$ cat config.mk
export PLATFORM = sky130hd
export DESIGN_NAME = sync_length_checksum_deframer_unit_flat
export DESIGN_NICKNAME = d
export VERILOG_FILES = /design/src/dfr_pkg.sv /design/src/dfr_if.sv /design/src/dfr_store.sv /design/src/sync_length_checksum_deframer_unit.sv /design/src/flat_wrapper.sv
export SDC_FILE = /design/constraint.sdc
export NUM_CORES = 1
export LEC_CHECK = 0
export BUFFER_PORTS_ARGS = -buffer_cell sky130_fd_sc_hd__buf_2
export CAP_MARGIN = 20
export CORE_MARGIN = 3
export CORE_UTILIZATION = 65
export CTS_CLUSTER_DIAMETER = 40
export CTS_CLUSTER_SIZE = 25
export DETAILED_ROUTE_END_ITERATION = 12
export GPL_TIMING_DRIVEN = 0
export HOLD_SLACK_MARGIN = 0.03
export MAX_ROUTING_LAYER = met4
export PLACE_DENSITY = 0.83
export SLEW_MARGIN = 20
export SYNTH_ARGS = -nofsm -noshare
export SYNTH_HDL_FRONTEND = slang
export SYNTH_SLANG_ARGS = --single-unit
$ cat constraint.sdc
create_clock -name clock -period 6.27 [get_ports clock]
set_input_delay 0.9405 -clock clock [delete_from_list [all_inputs] [get_ports clock]]
set_output_delay 0.9405 -clock clock [all_outputs]
set_load 0.05 [all_outputs]
$ cat src/dfr_pkg.sv
package dfr_pkg;

   localparam logic [7:0] SYNC_BYTE = 8'hF5;

   localparam logic [1:0] STATUS_GOOD    = 2'd0;
   localparam logic [1:0] STATUS_BAD_HDR = 2'd1;
   localparam logic [1:0] STATUS_BAD_SUM = 2'd2;

   localparam logic [1:0] PH_FIRST  = 2'd0;
   localparam logic [1:0] PH_SECOND = 2'd1;
   localparam logic [1:0] PH_LENGTH = 2'd2;
   localparam logic [1:0] PH_BODY   = 2'd3;

   typedef logic [7:0] byte_type;
   typedef logic [1:0] status_type;

endpackage

$ cat src/dfr_if.sv
interface dfr_req_if;
   logic                  valid;
   logic                  ready;
   dfr_pkg::byte_type     rx_byte;

   modport source (output valid, output rx_byte, input ready);
   modport sink   (input valid, input rx_byte, output ready);
endinterface

interface dfr_rsp_if;
   logic                  valid;
   logic                  ready;
   dfr_pkg::byte_type     frame_byte;
   logic                  last_byte;
   dfr_pkg::status_type   status;
   logic                  update_request;

   modport source (output valid, output frame_byte, output last_byte, output status,
                   output update_request, input ready);
   modport sink   (input valid, input frame_byte, input last_byte, input status,
                   input update_request, output ready);
endinterface

$ cat src/dfr_store.sv
module dfr_store #(
   parameter int DEPTH = 16
) (
   input  logic                     clock,
   input  logic                     wr_en,
   input  logic [$clog2(DEPTH)-1:0] wr_addr,
   input  dfr_pkg::byte_type        wr_data,
   input  logic                     rd_en,
   input  logic [$clog2(DEPTH)-1:0] rd_addr,
   output dfr_pkg::byte_type        rd_data
);
   import dfr_pkg::*;

   byte_type mem [DEPTH];
   byte_type rd_data_ff;

   always_ff @(posedge clock) begin
      if (wr_en) begin
         mem[wr_addr] <= wr_data;
      end
   end

   always_ff @(posedge clock) begin
      if (rd_en) begin
         rd_data_ff <= mem[rd_addr];
      end
   end

   assign rd_data = rd_data_ff;

endmodule

$ cat src/sync_length_checksum_deframer_unit.sv
// Results: a hunt that ends in error gives its error result in the cycle after acceptance;
// a good frame of length L starts its burst through emit_ff, the store read register and the
// output register after the checksum word, then gives one result per cycle that the sink takes.
// Throughput: one word per cycle while hunting and the output is free; after a good checksum
// word none is taken while the burst reads the frame from the store one entry a cycle as the sink takes.
// Reset: synchronous, active high; clears phase, burst state, output valid and the command code.
module sync_length_checksum_deframer_unit #(
   parameter int MAX_LEN = 16
) (
   input  logic              clock,
   input  logic              reset,
   dfr_req_if.sink           req_chan,
   dfr_rsp_if.source         rsp_chan,
   input  logic              csr_wr_en,
   input  dfr_pkg::byte_type csr_wr_data
);
   import dfr_pkg::*;

   localparam int AW = $clog2(MAX_LEN);
   localparam int LW = $clog2(MAX_LEN + 1);

   logic [1:0]    phase_ff, phase_in;
   byte_type      first_ff, first_in;
   logic [LW-1:0] len_ff, len_in;
   logic [AW-1:0] cnt_ff, cnt_in;
   byte_type      sum_ff, sum_in;
   byte_type      cmd_ff, cmd_in;
   byte_type      code_ff, code_in;
   logic          emit_ff, emit_in;
   logic [LW-1:0] rd_cnt_ff, rd_cnt_in;
   logic          pend_ff, pend_in;
   logic          pend_last_ff, pend_last_in;
   logic          pend_first_ff, pend_first_in;
   logic          out_valid_ff, out_valid_in;
   byte_type      out_byte_ff, out_byte_in;
   logic          out_last_ff, out_last_in;
   status_type    out_status_ff, out_status_in;
   logic          out_upd_ff, out_upd_in;

   logic          out_free, accept, do_start, do_body, range_bad;
   logic          err_en, start_emit, issue, issue_last;
   status_type    err_status;
   logic          wr_en;
   logic [AW-1:0] wr_addr;
   byte_type      rx, rd_data;

   assign rx        = req_chan.rx_byte;
   assign out_free  = !out_valid_ff || rsp_chan.ready;
   assign req_chan.ready = !emit_ff && !pend_ff && out_free;
   assign accept    = req_chan.valid && req_chan.ready;
   assign range_bad = (rx > 8'(MAX_LEN)) || (rx < 8'd2);

   always_comb begin
      phase_in   = phase_ff;
      first_in   = first_ff;
      len_in     = len_ff;
      cnt_in     = cnt_ff;
      sum_in     = sum_ff;
      cmd_in     = cmd_ff;
      wr_en      = 1'b0;
      wr_addr    = cnt_ff;
      err_en     = 1'b0;
      err_status = STATUS_BAD_HDR;
      start_emit = 1'b0;
      do_start   = 1'b0;
      do_body    = 1'b0;
      if (accept) begin
         case (phase_ff)
            PH_FIRST: begin
               first_in = rx;
               phase_in = PH_SECOND;
            end
            PH_SECOND: begin
               if (rx == SYNC_BYTE) begin
                  phase_in = PH_LENGTH;
               end else if (first_ff == SYNC_BYTE) begin
                  do_start = 1'b1;
               end else begin
                  err_en = 1'b1;
               end
            end
            PH_LENGTH: begin
               do_start = 1'b1;
            end
            default: begin
               do_body = 1'b1;
            end
         endcase
      end
      // entry zero is always the sync byte and is never stored
      if (do_start) begin
         if (range_bad) begin
            err_en = 1'b1;
         end else begin
            wr_en   = 1'b1;
            wr_addr = AW'(1);
            len_in  = LW'(rx);
            if (rx > 8'd2) begin
               sum_in   = SYNC_BYTE + rx;
               cnt_in   = AW'(2);
               phase_in = PH_BODY;
            end else begin
               err_en     = 1'b1;
               err_status = STATUS_BAD_SUM;
            end
         end
      end
      if (do_body) begin
         wr_en = 1'b1;
         if (cnt_ff == AW'(2)) begin
            cmd_in = rx;
         end
         if ((LW'(cnt_ff) + LW'(1)) != len_ff) begin
            sum_in = sum_ff + rx;
            cnt_in = cnt_ff + AW'(1);
         end else if (sum_ff != rx) begin
            err_en     = 1'b1;
            err_status = STATUS_BAD_SUM;
         end else begin
            start_emit = 1'b1;
            phase_in   = PH_FIRST;
         end
      end
      if (err_en) begin
         phase_in = PH_FIRST;
      end
   end

   assign issue      = emit_ff && (!pend_ff || out_free);
   assign issue_last = (rd_cnt_ff + LW'(1)) == len_ff;

   always_comb begin
      emit_in       = emit_ff;
      rd_cnt_in     = rd_cnt_ff;
      pend_last_in  = pend_last_ff;
      pend_first_in = pend_first_ff;
      pend_in       = pend_ff;
      if (start_emit) begin
         emit_in   = 1'b1;
         rd_cnt_in = '0;
      end else if (issue) begin
         rd_cnt_in = rd_cnt_ff + LW'(1);
         if (issue_last) begin
            emit_in = 1'b0;
         end
      end
      if (issue) begin
         pend_in       = 1'b1;
         pend_last_in  = issue_last;
         pend_first_in = (rd_cnt_ff == '0);
      end else if (out_free) begin
         pend_in = 1'b0;
      end
   end

   always_comb begin
      out_valid_in  = out_valid_ff;
      out_byte_in   = out_byte_ff;
      out_last_in   = out_last_ff;
      out_status_in = out_status_ff;
      out_upd_in    = out_upd_ff;
      if (err_en) begin
         out_valid_in  = 1'b1;
         out_byte_in   = '0;
         out_last_in   = 1'b1;
         out_status_in = err_status;
         out_upd_in    = 1'b0;
      end else if (pend_ff && out_free) begin
         out_valid_in  = 1'b1;
         out_byte_in   = pend_first_ff ? SYNC_BYTE : rd_data;
         out_last_in   = pend_last_ff;
         out_status_in = STATUS_GOOD;
         out_upd_in    = (cmd_ff == code_ff);
      end else if (rsp_chan.ready) begin
         out_valid_in = 1'b0;
      end
   end

   assign code_in = csr_wr_en ? csr_wr_data : code_ff;

   always_ff @(posedge clock) begin
      if (reset) begin
         phase_ff     <= PH_FIRST;
         emit_ff      <= 1'b0;
         pend_ff      <= 1'b0;
         out_valid_ff <= 1'b0;
         code_ff      <= '0;
      end else begin
         phase_ff     <= phase_in;
         emit_ff      <= emit_in;
         pend_ff      <= pend_in;
         out_valid_ff <= out_valid_in;
         code_ff      <= code_in;
      end
   end

   always_ff @(posedge clock) begin
      first_ff      <= first_in;
      len_ff        <= len_in;
      cnt_ff        <= cnt_in;
      sum_ff        <= sum_in;
      cmd_ff        <= cmd_in;
      rd_cnt_ff     <= rd_cnt_in;
      pend_last_ff  <= pend_last_in;
      pend_first_ff <= pend_first_in;
      out_byte_ff   <= out_byte_in;
      out_last_ff   <= out_last_in;
      out_status_ff <= out_status_in;
      out_upd_ff    <= out_upd_in;
   end

   dfr_store #(
      .DEPTH (MAX_LEN)
   ) u_store (
      .clock   (clock),
      .wr_en   (wr_en),
      .wr_addr (wr_addr),
      .wr_data (rx),
      .rd_en   (issue),
      .rd_addr (rd_cnt_ff[AW-1:0]),
      .rd_data (rd_data)
   );

   assign rsp_chan.valid          = out_valid_ff;
   assign rsp_chan.frame_byte     = out_byte_ff;
   assign rsp_chan.last_byte      = out_last_ff;
   assign rsp_chan.status         = out_status_ff;
   assign rsp_chan.update_request = out_upd_ff;

endmodule

$ cat src/flat_wrapper.sv
// flat-port wrapper written by rule: the top's interface ports become plain ports
module sync_length_checksum_deframer_unit_flat import dfr_pkg::*;
#(
   parameter int MAX_LEN = 16
)
  (clock, reset, csr_wr_en, csr_wr_data, req_chan_valid, req_chan_rx_byte, req_chan_ready, rsp_chan_valid, rsp_chan_frame_byte, rsp_chan_last_byte, rsp_chan_status, rsp_chan_update_request, rsp_chan_ready);
  dfr_req_if req_chan_i ();
  dfr_rsp_if rsp_chan_i ();
  input  logic clock;
  input  logic reset;
  input  logic csr_wr_en;
  input  dfr_pkg::byte_type csr_wr_data;
  input wire logic [$bits(req_chan_i.valid)-1:0] req_chan_valid;
  input wire logic [$bits(req_chan_i.rx_byte)-1:0] req_chan_rx_byte;
  output wire logic [$bits(req_chan_i.ready)-1:0] req_chan_ready;
  output wire logic [$bits(rsp_chan_i.valid)-1:0] rsp_chan_valid;
  output wire logic [$bits(rsp_chan_i.frame_byte)-1:0] rsp_chan_frame_byte;
  output wire logic [$bits(rsp_chan_i.last_byte)-1:0] rsp_chan_last_byte;
  output wire logic [$bits(rsp_chan_i.status)-1:0] rsp_chan_status;
  output wire logic [$bits(rsp_chan_i.update_request)-1:0] rsp_chan_update_request;
  input wire logic [$bits(rsp_chan_i.ready)-1:0] rsp_chan_ready;
  assign req_chan_i.valid = req_chan_valid;
  assign req_chan_i.rx_byte = req_chan_rx_byte;
  assign req_chan_ready = req_chan_i.ready;
  assign rsp_chan_valid = rsp_chan_i.valid;
  assign rsp_chan_frame_byte = rsp_chan_i.frame_byte;
  assign rsp_chan_last_byte = rsp_chan_i.last_byte;
  assign rsp_chan_status = rsp_chan_i.status;
  assign rsp_chan_update_request = rsp_chan_i.update_request;
  assign rsp_chan_i.ready = rsp_chan_ready;
  sync_length_checksum_deframer_unit #(.MAX_LEN(MAX_LEN)) u_core (.clock(clock), .reset(reset), .req_chan(req_chan_i), .rsp_chan(rsp_chan_i), .csr_wr_en(csr_wr_en), .csr_wr_data(csr_wr_data));
endmodule
==> flow_metrics.tcl, run 1 <==
set metrics [dict create \
    vias 5181 \
    ys_top_cells_by_area "edfxtp_1, mux4_2, dfxtp_1, ha_1, nor2_1" \
    worst_pin_slew_ns 0.960 \
    core-area_sq_um 12700 \
    cts_buffer_depth 3 \
    yosys_warnings 0 \
    power_leakage_nw 3.33 \
    rsz0062_at_grt "false" \
    cts_made_buffers 25 \
    gp_congestion 0.851 \
    post_cts_resize_count 0 \
    die_area_sq_um 14600 \
    track_usage_pct 27.8 \
    wl_per_cell_um 23.4 \
    hp-class "reg -> reg" \
    nNetsFinal 657 \
    portBuffers 33 \
    postRouteAntennaNets 0 \
    cp_num_buf_inv 1 \
    die_h_um 121 \
    synth_area_sq_um 8550 \
    ys_seq_area_share_pct 65.9 \
    ctsHoldBuffers 0 \
    crit_family "simple AND/OR/NAND/NOR gates" \
    grt_max_degree 28 \
    start_kind "primary input" \
    clk_pin_slew_worst_paths_ns 0.06 \
    status "finished, final reports clean" \
    h-tree-depth 1 \
    syn_to_final_growth_pct 14.1 \
    synth.largest_area_cell "edfxtp_1" \
    clockRootBuffer "clkbuf_16" \
    slew_headroom_pct 35.6 \
    cp.arrival_ns 4.08 \
    irDropWorstVdd_mv 0.367 \
    dp_hpwl_um 11800 \
    skew_ns 0.0210 \
    cts_num_sinks 201 \
    hold_viol 0 \
    max_freq_mhz 253 \
    start_util_pct 67.2 \
    drc 0 \
    yosys.cell_count.top_type "edfxtp_1" \
    synth_nets 596 \
    worstSetupEndpointType "flop" \
    vias_per_cell 6.43 \
    fin_ws_ns 2.31 \
    syn_inst 556 \
    antenna_found_initial 0 \
    cts_tree "yes" \
    power_density_nw_per_um2 302 \
    dp_slack_ns 1.98 \
    synth_top_area_share_pct 56.5 \
    setup-violations-final 0 \
    post-cts-setup-buffer-count 0 \
    drv_slew 0 \
    synth_ff_type "edfxtp_1" \
    timing.final.crit_share_pct 63.1 \
    grt_pass1_wl_um 29800 \
    layout-drive-gt1-share_pct 20.8 \
    synthDistinctLibCells 60 \
    cpPeakStageDelay_ns 0.71 \
    first_pass_iters 6 \
    worstSkewPairLatency_ns 0.51 \
    first_iter_violations 739 \
    async_flop_share_pct 0 \
    setup_tns_ns 0 \
    period_needed_ns 3.96 \
    grt_pass1_vias 5286 \
    overflow 0 \
    io_pins 35 \
    chipWidth_um 121 \
    crit_slowest_cell "nor2_1" \
    avgSynthCellArea_sq_um 15.4 \
    antenna_cells 0 \
    cp_cell_sequence "buf_2, ha_1, and4_1, a2111oi_4, o2111ai_1, and2_1, nand3_1, nor2_1" \
    synth_seq_cells 201 \
    setup.worst_path.class "in -> reg" \
    num_rows 41 \
    drt-total-wl_um 18900 \
    maxCapViolations 0 \
    synth.top_cells.by_count "edfxtp_1, nor2_1, dfxtp_1, mux4_2, nand2_1" \
    crit_required_ns 6.39 \
    path_max_fanout 26 \
    synth_edf_count 161 \
]
## report_power, final
part	switching (mW)	total, mW	internal, mW
Sequential	0.00802	1.46	1.45
Clock	0.560	1.37	0.805
Combinational	0.0808	0.119	0.0383
Total	0.649	2.95	2.30
## state kept, by name, summed over array words and instances, names as in the netlist, 2 cells and up
register	count
u_core.cmd_ff	8
u_core.cnt_ff	4
u_core.code_ff	8
u_core.first_ff	8
u_core.len_ff	5
u_core.phase_ff	2
u_core.rd_cnt_ff	5
u_core.rsp_chan.frame_byte	8
u_core.rsp_chan.status	2
u_core.sum_ff	8
u_core.u_store.mem	128
u_core.u_store.rd_data	8
## kinds of logic (layout without fill, tap and decap cells)
group / after synthesis / count (layout) / share of synthesized area [%]
AND/OR/NAND/NOR: 148 / 148 / 8.69
flip-flops: 201 / 201 / 65.9
XOR/XNOR: 28 / 28 / 2.87
adder cells (fa/ha/maj): 19 / 19 / 2.87
AO/OA/AOI/OAI: 65 / 65 / 5.46
buffers and inverters: 41 / 119 / 2.00
multiplexers: 54 / 54 / 12.2
## layer usage
| layer | vias to the layer above | routed length (um) | GRT usage [%] |
|---|---|---|---|
| li1 | 2275 | - | - |
| met1 | 2545 | 7260 | 36.8 |
| met2 | 310 | 9500 | 45.4 |
| met3 | 51 | 1600 | 4.68 |
| met4 | 0 | 509 | 8.14 |
| met5 | - | 0 | - |
## cell usage in the layout, fill, tap and decap left out, drive strengths merged, types with 13 or more instances in the layout
cell / count
nand2: 24
xnor2: 18
inv: 27
mux2i: 13
mux4: 40
ha: 18
a21oi: 17
nor3: 21
edfxtp: 161
buf: 45
nor2: 45
dfxtp: 40
clkbuf: 41
## final cells by class
| type | instances | area [sq um] |
|---|---|---|
| sequential | 201 | 5640 |
| fill | 702 | 2970 |
| timing repair buffer | 34 | 170 |
| clock inverter | 14 | 141 |
| buffer | 22 | 100 |
| inverter | 19 | 71.3 |
| tap | 172 | 215 |
| multi-input combinational | 314 | 2770 |
| clock buffer | 30 | 654 |
## final timing paths
path / from / endpoint / slack [ns] / depth (start not counted)
hold / removal: u_core.rsp_chan.frame_byte[3] / u_core.rsp_chan.frame_byte[3] / 0.50 / 2
setup reg to reg: u_core.phase_ff[1] / u_core.u_store.mem[12][6] / 3.01 / 8
hold reg to reg: u_core.rsp_chan.frame_byte[3] / u_core.rsp_chan.frame_byte[3] / 0.50 / 2
setup / recovery: req_chan_rx_byte[0] / u_core.u_store.mem[12][6] / 2.31 / 8
## worst register-to-register path: stages (launching register included)
cell,delay (ns)
dfxtp_1,0.39
inv_1,0.13
ha_1,0.20
inv_1,0.14
a2111oi_4,0.06
o2111ai_1,0.66
and2_1,0.34
nand3_1,0.25
nor2_1,0.71
## stage by stage
stage	total power [mW]	instance area [sq um]	utilization, %	hold WS (ns)	std cells
after global placement	1.59	8930	70.2	0.458	761
after global routing	3.03	9760	76.7	0.518	806
final	2.95	9760	76.7	0.498	806
after CTS	2.96	9760	76.7	0.499	806
after floorplan	1.56	8550	-	0.438	556
after detailed placement	1.60	8960	70.4	0.462	762
(Power assumes the default switching activity.)
==> run 2: changes to the inputs <==
Settings changed: CORE_UTILIZATION 65 to 61, PLACE_DENSITY 0.83 to 0.79.
Clock period 6.27 ns to 4.1 ns, I/O delays scaled along.
==> run 2 against run 1 <==
Net effect:
- count of clock-buffer cells in the layout down 4
- highest routed layer unchanged
- final cell count up 0.74%
- via count down 1.3%
- routed wire length down 1.5%
- clock skew down 0.0087 ns
- sequential power up 53%
- non-clock buffer count unchanged
- combinational power up 51%
- first-iteration DRC count down 19%
- worst setup slack worse by 1.6 ns
- final area up 1.1%
- largest cell class unchanged
==> flow_metrics.tcl, run 2 (synthesis gave the netlist of run 1 again) <==
set metrics [dict create \
    setup.worst_path.class "in -> reg" \
    path_max_fanout 26 \
    track_usage_pct 25.4 \
    post-cts-setup-buffer-count 0 \
    seq_area_sq_um 5640 \
    status "finished, final reports clean" \
    instances_no_fill 812 \
    start_util_pct 63.6 \
    power_leakage_nw 3.37 \
    hp-class "in -> reg" \
    core-area_sq_um 13500 \
    hold_viol 0 \
    setup_tns_ns 0 \
    fin_ws_ns 0.732 \
    h-tree-depth 1 \
    clk_pin_slew_worst_paths_ns 0.06 \
    multiInputGateArea_sq_um 2770 \
    irDropWorstVdd_mv 0.405 \
    cts_made_buffers 25 \
    final_cell_mix "edfxtp_1, nor2_1, buf_2" \
    max_freq_mhz 297 \
    worst_pin_slew_ns 0.918 \
    post_cts_resize_count 0 \
    ctsHoldBuffers 0 \
    skew_ns 0.0124 \
    nNetsFinal 657 \
    io_pins 35 \
    first_iter_violations 596 \
    period_needed_ns 3.37 \
    overflow 0 \
    cp.arrival_ns 3.50 \
    dp_hpwl_um 11400 \
    setup-violations-final 0 \
    wl_per_cell_um 22.9 \
    dp_cells 766 \
    layout-drive-gt1-share_pct 21.5 \
    layout_commonest_cell "edfxtp_1" \
    drt-total-wl_um 18600 \
    num_rows 42 \
    fillers 772 \
    start_kind "primary input" \
    clockRootBuffer "clkbuf_16" \
    portBuffers 33 \
    chipWidth_um 124 \
    power_density_nw_per_um2 482 \
    drv_slew 0 \
    drc 0 \
    timing.final.crit_share_pct 82.2 \
    die_area_sq_um 15500 \
    cts_num_sinks 201 \
    dp_slack_ns -0.0383 \
    grt_max_degree 28 \
    antenna_found_initial 0 \
    maxCapViolations 0 \
    worstSkewPairLatency_ns 0.51 \
    slew_headroom_pct 38.4 \
    syn_to_final_growth_pct 15.3 \
    grt_pass1_vias 5364 \
    grt_pass1_wl_um 30000 \
    postRouteAntennaNets 0 \
    largest_reg_flops 128 \
    first_pass_iters 5 \
    rsz0062_at_grt "false" \
    die_h_um 124 \
    crit_required_ns 4.23 \
    gp_congestion 0.871 \
    top_register "u_core.u_store.mem" \
    cts_buffer_depth 3 \
    vias_per_cell 6.30 \
    vias 5114 \
    cts_tree "yes" \
    antenna_cells 0 \
    worstSetupEndpointType "flop" \
]
run 2: changes by cell type in the layout (fill, tap and decap cells not counted), sizes merged:
cell	before	now
bufinv	1	5
clkbuf	41	37
clkinvlp	0	1
inv	27	28
run 2: routing by layer:
layer | track usage [%] | wire [um]
met3 | 3.99 | 1420
met2 | 40.9 | 9140
met1 | 34.4 | 7620
met5 | - | 0
met4 | 6.51 | 410
run 2: path summary, 6_finish.rpt:
path	startpoint	endpoint	slack (ns)	cells after the start
hold / removal	csr_wr_data[4]	u_core.code_ff[4]	0.34	3
setup reg to reg	u_core.phase_ff[1]	u_core.u_store.mem[0][1]	1.00	8
setup / recovery	req_chan_rx_byte[0]	u_core.u_store.mem[0][1]	0.73	8
hold reg to reg	u_core.rsp_chan.frame_byte[3]	u_core.rsp_chan.frame_byte[3]	0.49	2
run 2: power breakdown:
part,total (mW),leakage (nW),internal (mW),switching [mW]
Clock,2.35,0.440,1.46,0.883
Sequential,2.23,1.77,2.22,0.0122
Combinational,0.180,1.16,0.0586,0.122
Total,4.76,3.37,3.74,1.02
run 2: critical path: stages:
cell	delay, ns
buf_2	0.46
ha_1	0.23
and4_1	0.29
a2111oi_4	0.11
o2111ai_1	0.59
and2_1	0.28
nand3_1	0.22
nor3_2	0.68
run 2: cell type report:
class | instances | area share (%)
plain buffers | 22 | 1.01
clock inverters | 20 | 2.74
multi-input cells | 314 | 28.1
well taps | 176 | 2.23
inverters | 19 | 0.723
flip-flops and latches | 201 | 57.1
repair buffers | 34 | 1.73
clock buffers | 26 | 6.38
run 2: stage by stage:
step	total power, mW	cell area (sq um)	hold WS (ns)	util (%)
3_3_place_gp	2.44	8940	0.457	66.4
4_1_cts	4.79	9860	0.327	73.3
5_1_grt	4.89	9860	0.351	73.3
3_5_place_dp	2.45	8960	0.481	66.6
2_1_floorplan	2.38	8550	0.438	-
6_report	4.76	9860	0.341	73.3
==> run 3: changes to the inputs <==
Clock period 4.1 ns to 3.1 ns, I/O delays scaled along.
==> run 3 against run 2 <==
Net effect:
- non-clock buffer count unchanged
- flip-flop and latch count did not move
- via count rose by 1.8%
- global-route usage hardly changed
- routed wire length up 0.93%
- final cell count unchanged
- power is 32% higher
- clock power grew 32%
- sequential share of layout area down 0.32 points
- clock skew up 0.0049 ns
- critical path depth unchanged
- first-iteration DRC count rose by 3.7%
- highest routed layer unchanged
==> flow_metrics.tcl, run 3 (synthesis gave the netlist of run 1 again) <==
set metrics [dict create \
    status "finished, final reports clean" \
    r2r_end "u_core.u_store.mem[0][1]" \
    antenna_found_initial 0 \
    rr_startpoint "u_core.phase_ff[1]" \
    clk_pin_slew_worst_paths_ns 0.06 \
    cts_made_buffers 25 \
    ff2ff_path_depth 8 \
    grt_pass1_wl_um 29900 \
    worst_pin_slew_ns 0.929 \
    drt-total-wl_um 18800 \
    hp-class "in -> reg" \
    overflow 0 \
    final_util_pct 73.7 \
    top_register "u_core.u_store.mem" \
    hold_start "csr_wr_data[4]" \
    die_area_sq_um 15500 \
    maxCapViolations 0 \
    start_kind "primary input" \
    first_iter_violations 618 \
    worstSetupEndpointType "flop" \
    power_leakage_nw 3.36 \
    final_cell_mix "edfxtp_1, buf_2, mux4_2, dfxtp_1, nor2_1" \
    portBuffers 33 \
    worstSkewPairLatency_ns 0.51 \
    first_pass_iters 5 \
    drc 0 \
    wl_per_cell_um 23.1 \
    syn_to_final_growth_pct 16.0 \
    fin_ws_ns 0.140 \
    die_h_um 124 \
    cts_tree "yes" \
    num_rows 42 \
    cts_buffer_depth 3 \
    setup-violations-final 0 \
    timing.final.crit_share_pct 95.5 \
    dp_hpwl_um 11400 \
    antenna_cells 0 \
    slew_headroom_pct 37.6 \
    vias_per_cell 6.41 \
    hold_path_end "u_core.code_ff[4]" \
    r2r_slack_ns 0.26 \
    drv_slew 0 \
    post-cts-setup-buffer-count 0 \
    start_util_pct 63.6 \
    whs_path_depth 3 \
    clockRootBuffer "clkbuf_16" \
    hold_viol 0 \
    core-area_sq_um 13500 \
    cp.arrival_ns 3.10 \
    dp_slack_ns -0.888 \
    postRouteAntennaNets 0 \
    power_density_nw_per_um2 635 \
    max_freq_mhz 338 \
    nNetsFinal 657 \
    io_pins 35 \
    path_max_fanout 26 \
    h-tree-depth 1 \
    grt_pass1_vias 5368 \
    layout_commonest_cell "edfxtp_1" \
    irDropWorstVdd_mv 0.536 \
    chipWidth_um 124 \
    cts_num_sinks 201 \
    gp_congestion 0.871 \
    layout-drive-gt1-share_pct 23.7 \
    largest_reg_flops 128 \
    setup.worst_path.class "in -> reg" \
    vias 5204 \
    grt_max_degree 28 \
    power_mw 6.30 \
    crit_required_ns 3.24 \
    period_needed_ns 2.96 \
    track_usage_pct 25.3 \
    skew_ns 0.0173 \
]
-- run 3: what timing repair did --
action | 4_1_cts | 5_1_grt
resized for setup | 5 | 14
hold buffers | 0 | 0
endpoints found under the setup margin | 85 | 121
-- run 3: report_power, final --
part           total (mW)  internal, mW  switching [mW]
Combinational       0.241        0.0776           0.164
Sequential           2.95          2.94          0.0164
Clock                3.10          1.93            1.17
Total                6.30          4.95            1.35
-- run 3: area by class of cell --
cell class / instances / area, sq um
Fill cell: 762 / 3530
Sequential cell: 201 / 5640
Multi-Input combinational cell: 314 / 2820
Tap cell: 176 / 220
Clock buffer: 26 / 629
Inverter: 19 / 71.3
Buffer: 22 / 101
Timing Repair Buffer: 34 / 170
Clock inverter: 20 / 270
-- run 3: worst max path at each step --
stage | startpoint | to | slack, ns | cells past startpoint
global route | req_chan_rx_byte[0] | u_core.u_store.mem[2][1] | -0.02 | 8
detailed placement | req_chan_rx_byte[0] | u_core.u_store.mem[4][5] | -0.89 | 8
global placement | req_chan_rx_byte[0] | u_core.u_store.mem[0][5] | -0.94 | 8
floorplan | req_chan_rx_byte[1] | u_core.u_store.mem[5][0] | 0.31 | 8
CTS | req_chan_rx_byte[0] | u_core.u_store.mem[2][1] | -0.11 | 8
finish | req_chan_rx_byte[0] | u_core.u_store.mem[0][1] | 0.14 | 8
-- run 3: critical path: stages --
cell and delay (ns):
buf_2 0.45, ha_1 0.23, and4_1 0.29, a2111oi_4 0.11, o2111ai_2 0.39, and2_1 0.27
nand3_1 0.31, nor3_4 0.55
-- run 3: per-layer routing --
| layer | global-route usage (%) | share of wire [%] |
|---|---|---|
| met2 | 41.1 | 49 |
| met3 | 3.99 | 8.1 |
| met4 | 6.51 | 2.3 |
| met1 | 34.2 | 40 |
| met5 | - | 0 |
-- run 3: per-stage QoR --
stage | hold WS, ns | std cells | TNS, ns | instance area [sq um]
after floorplan | 0.438 | 556 | 0 | 8550
after global routing | 0.201 | 812 | -0.101 | 9920
final | 0.192 | 812 | 0 | 9920
after CTS | 0.177 | 812 | -3.92 | 9870
after global placement | 0.457 | 765 | -61.61 | 8940
after detailed placement | 0.481 | 766 | -64.37 | 8960
